[src/hdl/sine_wave_pixel_displacer_assert.svh]
// Assertion macros for the sine-wave pixel displacer.
`ifndef SINE_WAVE_PIXEL_DISPLACER_ASSERT_SVH
`define SINE_WAVE_PIXEL_DISPLACER_ASSERT_SVH

// Check cons in the same cycle as ante.
`define SWPD_ASSERT_IMP(label, clk, rst, ante, cons) \
   label: assert property (@(posedge clk) disable iff (rst) (ante) |-> (cons)) \
      else $error("swpd: assertion failed");

// Check cons a fixed number of cycles after ante.
`define SWPD_ASSERT_LATER(label, clk, rst, ante, n, cons) \
   label: assert property (@(posedge clk) disable iff (rst) (ante) |-> ##n (cons)) \
      else $error("swpd: delayed assertion failed");

`endif

[src/hdl/swpd_pkg.sv]
package swpd_pkg;

   localparam int unsigned MAX_DIM_DEF        = 4096;
   localparam int unsigned SINE_FRAC_BITS_DEF = 16;

   localparam int unsigned COORD_IN_W  = 12;
   localparam int unsigned COORD_OUT_W = 13;
   localparam int unsigned DIM_W       = 13;
   localparam int unsigned PIXEL_W     = 24;
   localparam int unsigned BYTE_W      = 8;
   localparam int unsigned ADDR_W      = 26;
   localparam int unsigned AMP_W       = 8;
   localparam int unsigned WAVE_W      = 7;
   localparam int unsigned STEP_W      = 8;

   // angle arithmetic
   localparam int unsigned PROD_W        = COORD_IN_W + STEP_W;
   localparam int unsigned RECIP_SHIFT   = 28;
   localparam int unsigned FULL_TURN     = 360;
   localparam int unsigned HALF_TURN     = 180;
   localparam int unsigned QUARTER       = 90;
   localparam int unsigned THREE_QUARTER = 270;
   localparam int unsigned RECIP         = (1 << RECIP_SHIFT) / FULL_TURN;
   localparam int unsigned RECIP_PROD_W  = 2 * PROD_W;
   localparam int unsigned QUOT_W        = 12;
   localparam int unsigned REM_W         = 10;
   localparam int unsigned ANGLE_W       = 9;
   localparam int unsigned DEG_W         = 7;
   localparam int unsigned ROM_DEPTH     = QUARTER + 1;

   // placement arithmetic
   localparam int unsigned SHIFT_W      = AMP_W + 2;
   localparam int unsigned WRAP_W       = 15;
   localparam int unsigned OUT_SPAN_W   = DIM_W + 1;
   localparam int unsigned ROW_PROD_W   = COORD_OUT_W + OUT_SPAN_W;
   localparam int unsigned SUM_W        = ROW_PROD_W + 1;
   localparam int unsigned ADDR_WIDE_W  = SUM_W + 2;
   localparam logic [ADDR_W-1:0] ADDR_MAX = '1;

   localparam int unsigned LATENCY = 8;

   // register file
   localparam int unsigned CSR_IDX_W  = 3;
   localparam int unsigned CSR_DATA_W = 13;
   localparam logic [CSR_IDX_W-1:0] CSR_DIRECTION    = 3'd0;
   localparam logic [CSR_IDX_W-1:0] CSR_KEEP_SIZE    = 3'd1;
   localparam logic [CSR_IDX_W-1:0] CSR_PIXEL_DEPTH  = 3'd2;
   localparam logic [CSR_IDX_W-1:0] CSR_AMPLITUDE    = 3'd3;
   localparam logic [CSR_IDX_W-1:0] CSR_WAVELENGTH   = 3'd4;
   localparam logic [CSR_IDX_W-1:0] CSR_IMAGE_WIDTH  = 3'd5;
   localparam logic [CSR_IDX_W-1:0] CSR_IMAGE_HEIGHT = 3'd6;

   localparam longint unsigned PI_Q30 = 64'd3373259426;

   typedef struct packed {
      logic [COORD_IN_W-1:0] col;
      logic [COORD_IN_W-1:0] row;
      logic [PIXEL_W-1:0]    pix;
   } item_type;

   typedef struct packed {
      logic              direction;
      logic              keep_size;
      logic              pixel_depth;
      logic [AMP_W-1:0]  amplitude;
      logic [STEP_W-1:0] step;
      logic [DIM_W-1:0]  image_width;
      logic [DIM_W-1:0]  image_height;
   } cfg_type;

   typedef struct packed {
      logic             valid;
      item_type         item;
      logic [DEG_W-1:0] deg;
      logic             neg;
   } angle_type;

   typedef struct packed {
      logic             valid;
      item_type         item;
      logic [AMP_W-1:0] mag;
      logic             neg;
   } shift_type;

   typedef struct packed {
      logic                   valid;
      logic [COORD_OUT_W-1:0] dest_column;
      logic [COORD_OUT_W-1:0] dest_row;
      logic [ADDR_W-1:0]      dest_byte_address;
      logic [PIXEL_W-1:0]     pixel_out;
      logic                   wrap_overflow;
   } result_type;

   // Two Q30 multiplies of the Taylor recurrence.
   function automatic longint unsigned sine_next(input longint unsigned t,
                                                 input longint unsigned x);
      return (((t * x) >> 30) * x) >> 30;
   endfunction

   // sin(deg) for deg in 0..90, frac fraction bits, rounded half up.
   function automatic longint unsigned sine_rom_entry(input int unsigned deg,
                                                      input int unsigned frac);
      longint unsigned x;
      longint unsigned t;
      longint          sum;
      x   = (64'(deg) * PI_Q30 + 64'd90) / 64'd180;
      t   = x;
      sum = longint'(x);
      t   = sine_next(t, x) / 64'd6;
      sum = sum - longint'(t);
      t   = sine_next(t, x) / 64'd20;
      sum = sum + longint'(t);
      t   = sine_next(t, x) / 64'd42;
      sum = sum - longint'(t);
      t   = sine_next(t, x) / 64'd72;
      sum = sum + longint'(t);
      t   = sine_next(t, x) / 64'd110;
      sum = sum - longint'(t);
      t   = sine_next(t, x) / 64'd156;
      sum = sum + longint'(t);
      t   = sine_next(t, x) / 64'd210;
      sum = sum - longint'(t);
      if (sum < 0) begin
         sum = 0;
      end
      if (sum > (64'sd1 <<< 30)) begin
         sum = 64'sd1 <<< 30;
      end
      return (64'(sum) + (64'd1 << (29 - frac))) >> (30 - frac);
   endfunction

endpackage

[src/hdl/swpd_angle.sv]
module swpd_angle
   import swpd_pkg::*;
(
   input  logic      clock,
   input  logic      reset,
   input  cfg_type   cfg,
   input  logic      in_valid,
   input  item_type  in_item,
   output angle_type angle_out
);

   logic                  v1_ff, v1_in;
   item_type              item1_ff, item1_in;
   logic [PROD_W-1:0]     prod1_ff, prod1_in;
   logic                  v2_ff, v2_in;
   item_type              item2_ff, item2_in;
   logic [PROD_W-1:0]     prod2_ff, prod2_in;
   logic [QUOT_W-1:0]     quot2_ff, quot2_in;
   angle_type             angle_ff, angle_in;

   logic [COORD_IN_W-1:0]   index_w;
   logic [RECIP_PROD_W-1:0] recip_prod;
   logic [PROD_W-1:0]       rem_full;
   logic [REM_W-1:0]        rem_raw;
   logic [ANGLE_W-1:0]      angle_w;

   // index times degrees per step
   always_comb begin
      index_w  = cfg.direction ? in_item.col : in_item.row;
      v1_in    = in_valid;
      item1_in = in_item;
      prod1_in = PROD_W'(index_w) * PROD_W'(cfg.step);
   end

   // quotient by 360 through the reciprocal, may be one short
   always_comb begin
      recip_prod = RECIP_PROD_W'(prod1_ff) * RECIP_PROD_W'(RECIP);
      v2_in      = v1_ff;
      item2_in   = item1_ff;
      prod2_in   = prod1_ff;
      quot2_in   = QUOT_W'(recip_prod >> RECIP_SHIFT);
   end

   // remainder, correct once, fold into the first quadrant
   always_comb begin
      rem_full = prod2_ff - PROD_W'(quot2_ff) * PROD_W'(FULL_TURN);
      rem_raw  = rem_full[REM_W-1:0];
      if (rem_raw >= REM_W'(FULL_TURN)) begin
         angle_w = ANGLE_W'(rem_raw - REM_W'(FULL_TURN));
      end else begin
         angle_w = ANGLE_W'(rem_raw);
      end
      angle_in.valid = v2_ff;
      angle_in.item  = item2_ff;
      if (angle_w <= ANGLE_W'(QUARTER)) begin
         angle_in.deg = DEG_W'(angle_w);
         angle_in.neg = 1'b0;
      end else if (angle_w <= ANGLE_W'(HALF_TURN)) begin
         angle_in.deg = DEG_W'(ANGLE_W'(HALF_TURN) - angle_w);
         angle_in.neg = 1'b0;
      end else if (angle_w <= ANGLE_W'(THREE_QUARTER)) begin
         angle_in.deg = DEG_W'(angle_w - ANGLE_W'(HALF_TURN));
         angle_in.neg = 1'b1;
      end else begin
         angle_in.deg = DEG_W'(ANGLE_W'(FULL_TURN) - angle_w);
         angle_in.neg = 1'b1;
      end
   end

   always_ff @(posedge clock) begin
      if (reset) begin
         v1_ff          <= 1'b0;
         v2_ff          <= 1'b0;
         angle_ff.valid <= 1'b0;
      end else begin
         v1_ff          <= v1_in;
         v2_ff          <= v2_in;
         angle_ff.valid <= angle_in.valid;
      end
      item1_ff      <= item1_in;
      prod1_ff      <= prod1_in;
      item2_ff      <= item2_in;
      prod2_ff      <= prod2_in;
      quot2_ff      <= quot2_in;
      angle_ff.item <= angle_in.item;
      angle_ff.deg  <= angle_in.deg;
      angle_ff.neg  <= angle_in.neg;
   end

   assign angle_out = angle_ff;

endmodule

[src/hdl/swpd_shift.sv]
module swpd_shift
   import swpd_pkg::*;
#(
   parameter int unsigned SINE_FRAC_BITS = SINE_FRAC_BITS_DEF
) (
   input  logic      clock,
   input  logic      reset,
   input  cfg_type   cfg,
   input  angle_type angle_in,
   output shift_type shift_out
);

   localparam int unsigned ROM_W = SINE_FRAC_BITS + 1;
   localparam int unsigned MUL_W = ROM_W + AMP_W;

   logic [ROM_W-1:0] rom_tbl [0:ROM_DEPTH-1];

   logic             v4_ff, v4_in;
   item_type         item4_ff, item4_in;
   logic [ROM_W-1:0] rom4_ff, rom4_in;
   logic             neg4_ff, neg4_in;
   shift_type        shift_ff, shift_in;

   logic [MUL_W-1:0] mag_prod;

   for (genvar g = 0; g < ROM_DEPTH; g++) begin : g_rom
      assign rom_tbl[g] = ROM_W'(sine_rom_entry(g, SINE_FRAC_BITS));
   end

   // sine lookup
   always_comb begin
      v4_in    = angle_in.valid;
      item4_in = angle_in.item;
      neg4_in  = angle_in.neg;
      if (angle_in.deg <= DEG_W'(QUARTER)) begin
         rom4_in = rom_tbl[angle_in.deg];
      end else begin
         rom4_in = '0;
      end
   end

   // scale by the amplitude, keep the integer part
   always_comb begin
      mag_prod       = MUL_W'(rom4_ff) * MUL_W'(cfg.amplitude);
      shift_in.valid = v4_ff;
      shift_in.item  = item4_ff;
      shift_in.mag   = AMP_W'(mag_prod >> SINE_FRAC_BITS);
      shift_in.neg   = neg4_ff;
   end

   always_ff @(posedge clock) begin
      if (reset) begin
         v4_ff          <= 1'b0;
         shift_ff.valid <= 1'b0;
      end else begin
         v4_ff          <= v4_in;
         shift_ff.valid <= shift_in.valid;
      end
      item4_ff      <= item4_in;
      rom4_ff       <= rom4_in;
      neg4_ff       <= neg4_in;
      shift_ff.item <= shift_in.item;
      shift_ff.mag  <= shift_in.mag;
      shift_ff.neg  <= shift_in.neg;
   end

   assign shift_out = shift_ff;

endmodule

[src/hdl/swpd_place.sv]
module swpd_place
   import swpd_pkg::*;
#(
   parameter int unsigned MAX_DIM = MAX_DIM_DEF
) (
   input  logic       clock,
   input  logic       reset,
   input  cfg_type    cfg,
   input  shift_type  shift_in,
   output result_type result_out
);

   logic                   v6_ff, v6_in;
   logic [PIXEL_W-1:0]     pix6_ff, pix6_in;
   logic [COORD_OUT_W-1:0] col6_ff, col6_in;
   logic [COORD_OUT_W-1:0] row6_ff, row6_in;
   logic [OUT_SPAN_W-1:0]  span6_ff, span6_in;
   logic                   ovf6_ff, ovf6_in;

   logic                   v7_ff, v7_in;
   logic [PIXEL_W-1:0]     pix7_ff, pix7_in;
   logic [COORD_OUT_W-1:0] col7_ff, col7_in;
   logic [COORD_OUT_W-1:0] row7_ff, row7_in;
   logic [ROW_PROD_W-1:0]  prod7_ff, prod7_in;
   logic                   ovf7_ff, ovf7_in;

   result_type             result_ff, result_in;

   logic [DIM_W-1:0]          w_eff;
   logic [DIM_W-1:0]          h_eff;
   logic [DIM_W-1:0]          span_w;
   logic [COORD_IN_W-1:0]     moving;
   logic signed [SHIFT_W-1:0] shift_s;
   logic signed [WRAP_W-1:0]  span_s;
   logic signed [WRAP_W-1:0]  wrap_raw;
   logic signed [WRAP_W-1:0]  wrap_w;
   logic [COORD_OUT_W-1:0]    extend_w;
   logic [COORD_OUT_W-1:0]    moved;
   logic                      ovf_w;
   logic [SUM_W-1:0]          sum_w;
   logic [ADDR_WIDE_W-1:0]    wide_w;

   // moving coordinate, wrap or pad, output span
   always_comb begin
      w_eff = (32'(cfg.image_width) > MAX_DIM) ? DIM_W'(MAX_DIM) : cfg.image_width;
      h_eff = (32'(cfg.image_height) > MAX_DIM) ? DIM_W'(MAX_DIM) : cfg.image_height;
      span_w  = cfg.direction ? h_eff : w_eff;
      moving  = cfg.direction ? shift_in.item.row : shift_in.item.col;
      shift_s = shift_in.neg ? -$signed(SHIFT_W'(shift_in.mag))
                             : $signed(SHIFT_W'(shift_in.mag));
      span_s   = $signed(WRAP_W'(span_w));
      wrap_raw = $signed(WRAP_W'(moving)) + WRAP_W'(shift_s);
      if (wrap_raw < 0) begin
         wrap_w = wrap_raw + span_s;
      end else if (wrap_raw >= span_s) begin
         wrap_w = wrap_raw - span_s;
      end else begin
         wrap_w = wrap_raw;
      end
      extend_w = COORD_OUT_W'(moving) + COORD_OUT_W'(cfg.amplitude)
                 + COORD_OUT_W'(shift_s);
      ovf_w = cfg.keep_size && ((wrap_w < 0) || (wrap_w >= span_s));
      moved = cfg.keep_size ? COORD_OUT_W'(wrap_w) : extend_w;

      v6_in   = shift_in.valid;
      pix6_in = shift_in.item.pix;
      ovf6_in = ovf_w;
      if (!cfg.direction && !cfg.keep_size) begin
         span6_in = OUT_SPAN_W'(w_eff) + OUT_SPAN_W'({cfg.amplitude, 1'b0});
      end else begin
         span6_in = OUT_SPAN_W'(w_eff);
      end
      if (ovf_w) begin
         col6_in = '0;
         row6_in = '0;
      end else if (cfg.direction) begin
         col6_in = COORD_OUT_W'(shift_in.item.col);
         row6_in = moved;
      end else begin
         col6_in = moved;
         row6_in = COORD_OUT_W'(shift_in.item.row);
      end
   end

   // row times span
   always_comb begin
      v7_in    = v6_ff;
      pix7_in  = pix6_ff;
      col7_in  = col6_ff;
      row7_in  = row6_ff;
      ovf7_in  = ovf6_ff;
      prod7_in = ROW_PROD_W'(row6_ff) * ROW_PROD_W'(span6_ff);
   end

   // add column, scale by bytes per pixel, saturate
   always_comb begin
      sum_w = SUM_W'(prod7_ff) + SUM_W'(col7_ff);
      if (cfg.pixel_depth) begin
         wide_w = ADDR_WIDE_W'(sum_w) + (ADDR_WIDE_W'(sum_w) << 1);
      end else begin
         wide_w = ADDR_WIDE_W'(sum_w);
      end
      result_in.valid       = v7_ff;
      result_in.dest_column = col7_ff;
      result_in.dest_row    = row7_ff;
      if (wide_w > ADDR_WIDE_W'(ADDR_MAX)) begin
         result_in.dest_byte_address = ADDR_MAX;
      end else begin
         result_in.dest_byte_address = wide_w[ADDR_W-1:0];
      end
      if (cfg.pixel_depth) begin
         result_in.pixel_out = pix7_ff;
      end else begin
         result_in.pixel_out = PIXEL_W'(pix7_ff[BYTE_W-1:0]);
      end
      result_in.wrap_overflow = ovf7_ff;
   end

   always_ff @(posedge clock) begin
      if (reset) begin
         v6_ff           <= 1'b0;
         v7_ff           <= 1'b0;
         result_ff.valid <= 1'b0;
      end else begin
         v6_ff           <= v6_in;
         v7_ff           <= v7_in;
         result_ff.valid <= result_in.valid;
      end
      pix6_ff  <= pix6_in;
      col6_ff  <= col6_in;
      row6_ff  <= row6_in;
      span6_ff <= span6_in;
      ovf6_ff  <= ovf6_in;
      pix7_ff  <= pix7_in;
      col7_ff  <= col7_in;
      row7_ff  <= row7_in;
      prod7_ff <= prod7_in;
      ovf7_ff  <= ovf7_in;
      result_ff.dest_column       <= result_in.dest_column;
      result_ff.dest_row          <= result_in.dest_row;
      result_ff.dest_byte_address <= result_in.dest_byte_address;
      result_ff.pixel_out         <= result_in.pixel_out;
      result_ff.wrap_overflow     <= result_in.wrap_overflow;
   end

   assign result_out = result_ff;

endmodule

[src/hdl/sine_wave_pixel_displacer.sv]
// Sine-wave pixel displacer: one pixel transaction in per clock, one result out per transaction.
// Each result passes through the pipeline registers and is driven on the rsp_ ports for a single cycle.
// Throughput: one transaction per cycle, set by the eight-register pipeline (angle, sine, place).
// The receiver cannot stall; results are never held back.
// Reset (synchronous, active high) empties the pipeline and loads the register defaults;
// busy is high only while reset is high.
`include "sine_wave_pixel_displacer_assert.svh"

module sine_wave_pixel_displacer
   import swpd_pkg::*;
#(
   parameter int unsigned MAX_DIM        = MAX_DIM_DEF,
   parameter int unsigned SINE_FRAC_BITS = SINE_FRAC_BITS_DEF
) (
   input  logic                   clock,
   input  logic                   reset,
   // pixel transaction in
   input  logic                   start,
   output logic                   busy,
   input  logic [COORD_IN_W-1:0]  req_src_column,
   input  logic [COORD_IN_W-1:0]  req_src_row,
   input  logic [PIXEL_W-1:0]     req_pixel_value,
   // result out
   output logic                   rsp_valid,
   output logic [COORD_OUT_W-1:0] rsp_dest_column,
   output logic [COORD_OUT_W-1:0] rsp_dest_row,
   output logic [ADDR_W-1:0]      rsp_dest_byte_address,
   output logic [PIXEL_W-1:0]     rsp_pixel_out,
   output logic                   rsp_wrap_overflow,
   // register writes
   input  logic                   csr_we,
   input  logic [CSR_IDX_W-1:0]   csr_index,
   input  logic [CSR_DATA_W-1:0]  csr_wdata
);

   // Wavelength is never kept as such: a write stores 180 div wavelength,
   // looked up in a constant table (zero counts as one).
   logic [STEP_W-1:0] step_tbl [0:(2**WAVE_W)-1];

   cfg_type    cfg_ff, cfg_in;
   logic       in_valid;
   item_type   in_item;
   angle_type  angle_w;
   shift_type  shift_w;
   result_type result_w;

   for (genvar g = 0; g < (2**WAVE_W); g++) begin : g_step
      localparam int unsigned WlEff = (g == 0) ? 1 : g;
      assign step_tbl[g] = STEP_W'(HALF_TURN / WlEff);
   end

   // Register file. The user must write only while no transaction is in flight, as
   // every stage reads the live registers; the block itself does not enforce it.
   always_comb begin
      cfg_in = cfg_ff;
      if (csr_we) begin
         case (csr_index)
            CSR_DIRECTION:    cfg_in.direction    = csr_wdata[0];
            CSR_KEEP_SIZE:    cfg_in.keep_size    = csr_wdata[0];
            CSR_PIXEL_DEPTH:  cfg_in.pixel_depth  = csr_wdata[0];
            CSR_AMPLITUDE:    cfg_in.amplitude    = csr_wdata[AMP_W-1:0];
            CSR_WAVELENGTH:   cfg_in.step         = step_tbl[csr_wdata[WAVE_W-1:0]];
            CSR_IMAGE_WIDTH:  cfg_in.image_width  = csr_wdata[DIM_W-1:0];
            CSR_IMAGE_HEIGHT: cfg_in.image_height = csr_wdata[DIM_W-1:0];
            default:          cfg_in              = cfg_ff;
         endcase
      end
   end

   always_ff @(posedge clock) begin
      if (reset) begin
         cfg_ff.direction    <= 1'b1;
         cfg_ff.keep_size    <= 1'b0;
         cfg_ff.pixel_depth  <= 1'b0;
         cfg_ff.amplitude    <= '0;
         cfg_ff.step         <= STEP_W'(HALF_TURN);
         cfg_ff.image_width  <= DIM_W'(1);
         cfg_ff.image_height <= DIM_W'(1);
      end else begin
         cfg_ff <= cfg_in;
      end
   end

   // Take a transaction whenever start is high outside reset.
   assign busy        = reset;
   assign in_valid    = start & ~busy;
   assign in_item.col = req_src_column;
   assign in_item.row = req_src_row;
   assign in_item.pix = req_pixel_value;

   // Stages 1 to 3: index times step, reduce modulo 360, fold to a quadrant.
   swpd_angle u_angle (
      .clock     (clock),
      .reset     (reset),
      .cfg       (cfg_ff),
      .in_valid  (in_valid),
      .in_item   (in_item),
      .angle_out (angle_w)
   );

   // Stages 4 and 5: sine table, scale by amplitude.
   swpd_shift #(
      .SINE_FRAC_BITS (SINE_FRAC_BITS)
   ) u_shift (
      .clock     (clock),
      .reset     (reset),
      .cfg       (cfg_ff),
      .angle_in  (angle_w),
      .shift_out (shift_w)
   );

   // Stages 6 to 8: move the coordinate, wrap or pad, form the byte address.
   swpd_place #(
      .MAX_DIM (MAX_DIM)
   ) u_place (
      .clock      (clock),
      .reset      (reset),
      .cfg        (cfg_ff),
      .shift_in   (shift_w),
      .result_out (result_w)
   );

   // Drive the result ports straight from the last pipeline register.
   assign rsp_valid             = result_w.valid;
   assign rsp_dest_column       = result_w.dest_column;
   assign rsp_dest_row          = result_w.dest_row;
   assign rsp_dest_byte_address = result_w.dest_byte_address;
   assign rsp_pixel_out         = result_w.pixel_out;
   assign rsp_wrap_overflow     = result_w.wrap_overflow;

   // Every transaction produces a result, and no result appears without one.
   `SWPD_ASSERT_LATER(a_result_follows, clock, reset, start && !busy, LATENCY, rsp_valid)
   `SWPD_ASSERT_IMP(a_no_spurious, clock, reset, rsp_valid, $past(start && !busy, LATENCY))
   // An unwrappable shift clears the destination fields.
   `SWPD_ASSERT_IMP(a_overflow_zero, clock, reset, rsp_valid && rsp_wrap_overflow, rsp_dest_column == '0 && rsp_dest_row == '0 && rsp_dest_byte_address == '0)

endmodule

[config.mk]
export PLATFORM = sky130hd
export DESIGN_NAME = sine_wave_pixel_displacer
export DESIGN_NICKNAME = d
export VERILOG_FILES = /design/src/hdl/swpd_pkg.sv /design/src/hdl/swpd_angle.sv /design/src/hdl/swpd_shift.sv /design/src/hdl/swpd_place.sv /design/src/hdl/sine_wave_pixel_displacer.sv
export VERILOG_INCLUDE_DIRS = /design/src /design/src/hdl
export SDC_FILE = /design/constraint.sdc
export NUM_CORES = 2
export LEC_CHECK = 0
export BUFFER_PORTS_ARGS = -buffer_cell sky130_fd_sc_hd__buf_2
export CORE_ASPECT_RATIO = 1.5
export CORE_MARGIN = 1.5
export CORE_UTILIZATION = 45
export DETAILED_ROUTE_END_ITERATION = 12
export SETUP_SLACK_MARGIN = 0.1
export SLEW_MARGIN = 20
export SYNTH_ARGS = -nofsm -noshare
export SYNTH_HDL_FRONTEND = slang
export SYNTH_SLANG_ARGS = --single-unit
export TNS_END_PERCENT = 1
[constraint.sdc]
create_clock -name clock -period 18.7 [get_ports clock]
set_input_delay 1.87 -clock clock [delete_from_list [all_inputs] [get_ports clock]]
set_output_delay 1.87 -clock clock [all_outputs]
set_load 0.01 [all_outputs]
==> results.md <==
* FF+latch area at 11,720 sq um
* Cells after synthesis at ~4,300
* Max Freq at 124.6 MHz
* CTS tree: built
* Total Routing Usage GR at 22.92%
* Synth Register Bits at 585
* Max Root-Sink Buffers at 3
* Fin crit share at 42.93%
* Worst-path fanout max at 14
* Vias at 29,600
* Worst Setup Start Kind: register
* Seq/Total Area, Yosys at approximately 29%
* Final Hold Fails at 0
* Final worst setup slack at 10,670 ps
* First-pass GRT wire length at roughly 170,000 microns
* Port Buf Inserts at 146
* Post-cts sizing count at 0
* Post-place setup slack at roughly 11,000 ps
* Post-DP HPWL at 84,570 microns
* Arr. time, crit path at around 8600 ps
* HP Class: register to register
* GRT overflow at 0
* Vias in the first global route at around 31,000
* Clock Sinks at 585
* DRT iter0 DRCs at 1,543
* # hold bufs at CTS at 0
* Worst slew pin tran at 1007 ps
* Antenna violations before repair at 4
* Starting Density at between 40% and 50%
* Syn_nets at 5,215
* Filler Cell Count at 8,501
* Nets at 5,294
* Area of the multi-input gates at 26,010 sq um
* Worst R2R Path Depth at 32
* Max_cap viols at 0
* Die area at 92,440 sq um
* Unrepaired setup endpoints after global routing: no
* Crit Path Category: register to register
* Postcts setup bufs at 0
* DRC viols at 0
* Clk root buf: clkbuf_16
* Mapped cell area at between 40,000 and 50,000 sq um
* DR WL/cell at roughly 19 microns
* Clk Latency, worst-skew pair at 670 ps
* Horiz. Die Dim at 248.8 microns
* Post-synthesis cell type count at a little over 90
* DRT Pass-1 Iters at 7
* Post-synth EDFFs at 0
* Die height at 371.6 microns
* Avg Cell Area, Syn at 9.505 sq um
* Post-DRT Antenna Nets at 0
* Core Area at 90,030 sq um
* I/O Pins at 147
* Wirelength, routed at 105,400 microns
* Row count at 135
* Share of layout cells above drive strength 1 at between 7 and 8%
* Final min period at 8027 ps
* # setup viols final at 0
* Final RePlAce weighted congestion at 0.9379
* Number of cells on the worst hold path at 0
* Number of buffers created by CTS at a little under 60
* Max Slew Vio Count at 0
* Ys async rst share at 0%
* H-Tree Depth at 2
* Top FF cell, synth: dfxtp_1
* Worst setup EP type: register
* Vias per inst at between 5 and 6
* Final setup skew at 46.04 ps
* Largest net degree at the start of global routing at 89
* Clock-pin slew of the registers on the worst-case setup and hold paths at 70 ps
* Fin Setup TNS at 0 ps
* Synth warnings at 0
* Area Overhead vs Synth at 9.552%
* Run status: completed
* CP required at 19,260 ps
* CP max stage cell: xnor2_1
* Rel. slew slack at between 30 and 40%
* CP max stage delay at around 570 ps
-- cells by family after synthesis --
| logic type | count (synthesis) | share of synthesized area, % |
|---|---|---|
| XOR/XNOR | 166 | 3.600 |
| AND/OR/NAND/NOR | 1071 | 12.59 |
| other | 1 | 0.009199 |
| flip-flops | 585 | 28.73 |
| AO/OA/AOI/OAI | 749 | 11.99 |
| adder cells (fa/ha/maj) | 858 | 34.14 |
| multiplexers | 51 | 1.439 |
| buffers and inverters | 808 | 7.507 |
-- registers in the layout, summed over array words and instances, names as in the netlist, 10 cells and up --
name and flops:
u_angle.angle_in 48, u_shift.item4_ff 48, u_place.pix7_ff 24, cfg_ff 45, u_place.pix6_ff 24, u_place.span6_ff 14, u_place.row6_ff 13, u_place.col7_ff 13
u_angle.angle_out 57, u_shift.shift_out 58, u_shift.rom4_ff 17, u_place.col6_ff 13, u_place.row7_ff 13, u_angle.prod2_ff 10, u_place.prod7_ff 27, u_angle.item1_ff 48
u_place.result_out 78, u_angle.prod1_ff 20
-- through the flow --
stage | cells | cell area [sq um] | hold slack (ps) | utilization, %
floorplan | 4289 | 40770 | 309.6 | -
global placement | 5472 | 42550 | 309.6 | 47.26
detailed placement | 5472 | 42550 | 312.1 | 47.26
finish | 5584 | 44660 | 297.4 | 49.60
global route | 5584 | 44660 | 314.5 | 49.60
CTS | 5582 | 44650 | 302.3 | 49.60
-- final timing paths --
check	from	endpoint	slack, ps
worst max-delay path	u_shift.shift_out[1]$_DFF_P_	u_place.col6_ff[3]$_SDFF_PP0_	10670
worst min-delay path	u_angle.angle_in[33]$_DFF_P_	u_angle.angle_out[33]$_DFF_P_	300
worst max register to register	u_shift.shift_out[1]$_DFF_P_	u_place.col6_ff[3]$_SDFF_PP0_	10670
worst min register to register	u_angle.angle_in[33]$_DFF_P_	u_angle.angle_out[33]$_DFF_P_	300
-- cell usage in the layout (no fill, tap or decap), types with 22 or more instances in the layout --
cell type | synthesis | layout
nor3_1 | 50 | 50
buf_2 | 4 | 146
a211oi_1 | 37 | 37
xnor2_1 | 117 | 115
nor2b_1 | 76 | 76
and2_1 | 188 | 188
xor2_1 | 48 | 48
inv_1 | 657 | 657
buf_4 | 2 | 22
a21o_1 | 67 | 67
nor2_1 | 172 | 172
ha_1 | 434 | 434
a21oi_1 | 226 | 226
o21ai_0 | 144 | 144
dfxtp_1 | 585 | 582
clkbuf_16 | 0 | 58
nand2_1 | 429 | 429
o22a_1 | 26 | 26
nand2b_1 | 33 | 33
fa_1 | 424 | 424
nand3_1 | 39 | 39
mux2_2 | 27 | 27
-- synthesized netlist by cell type, types with 76 or more instances --
cell type  count  area, sq um
nand2_1      429         1610
inv_1        657         2466
xnor2_1      117         1025
fa_1         424         8488
nor2b_1       76        475.5
ha_1         434         5430
dfxtp_1      585        11710
nor2_1       172        645.6
a21oi_1      226         1131
o21ai_0      144        720.7
clkbuf_1     121        454.2
and2_1       188         1176
-- layer usage --
metal  vias to the layer above  global-route usage, %  routed length [microns]
met5                         -                      0                        0
met4                         0                  12.84                     6024
met3                       305                  2.366                     3244
met2                       681                  46.15                    59060
met1                     14500                  22.56                    37040
li1                      14110                      -                        -
-- final cells by class --
type                       count  share of cell area [%]
multi-input combinational   2896                   58.24
sequential                   585                   26.23
inverter                     659                   5.539
clock buffer                  77                   3.611
tap                         1164                   3.261
timing repair buffer         168                   2.006
clock inverter                33                   1.101
antenna                        2                 0.01121
-- worst max-delay path, delay by kind of cell (launching register included) --
family | cells | cell delay [ps]
compound gates | 15 | 3620
simple gates | 9 | 1760
fa+ha+maj | 4 | 1190
xor+xnor | 1 | 570
buf+inv | 3 | 430
flops | 1 | 320
Power is left out: the tool's default activity adds up to more than one toggle a clock period on the data nets, which glitch-free logic cannot reach.
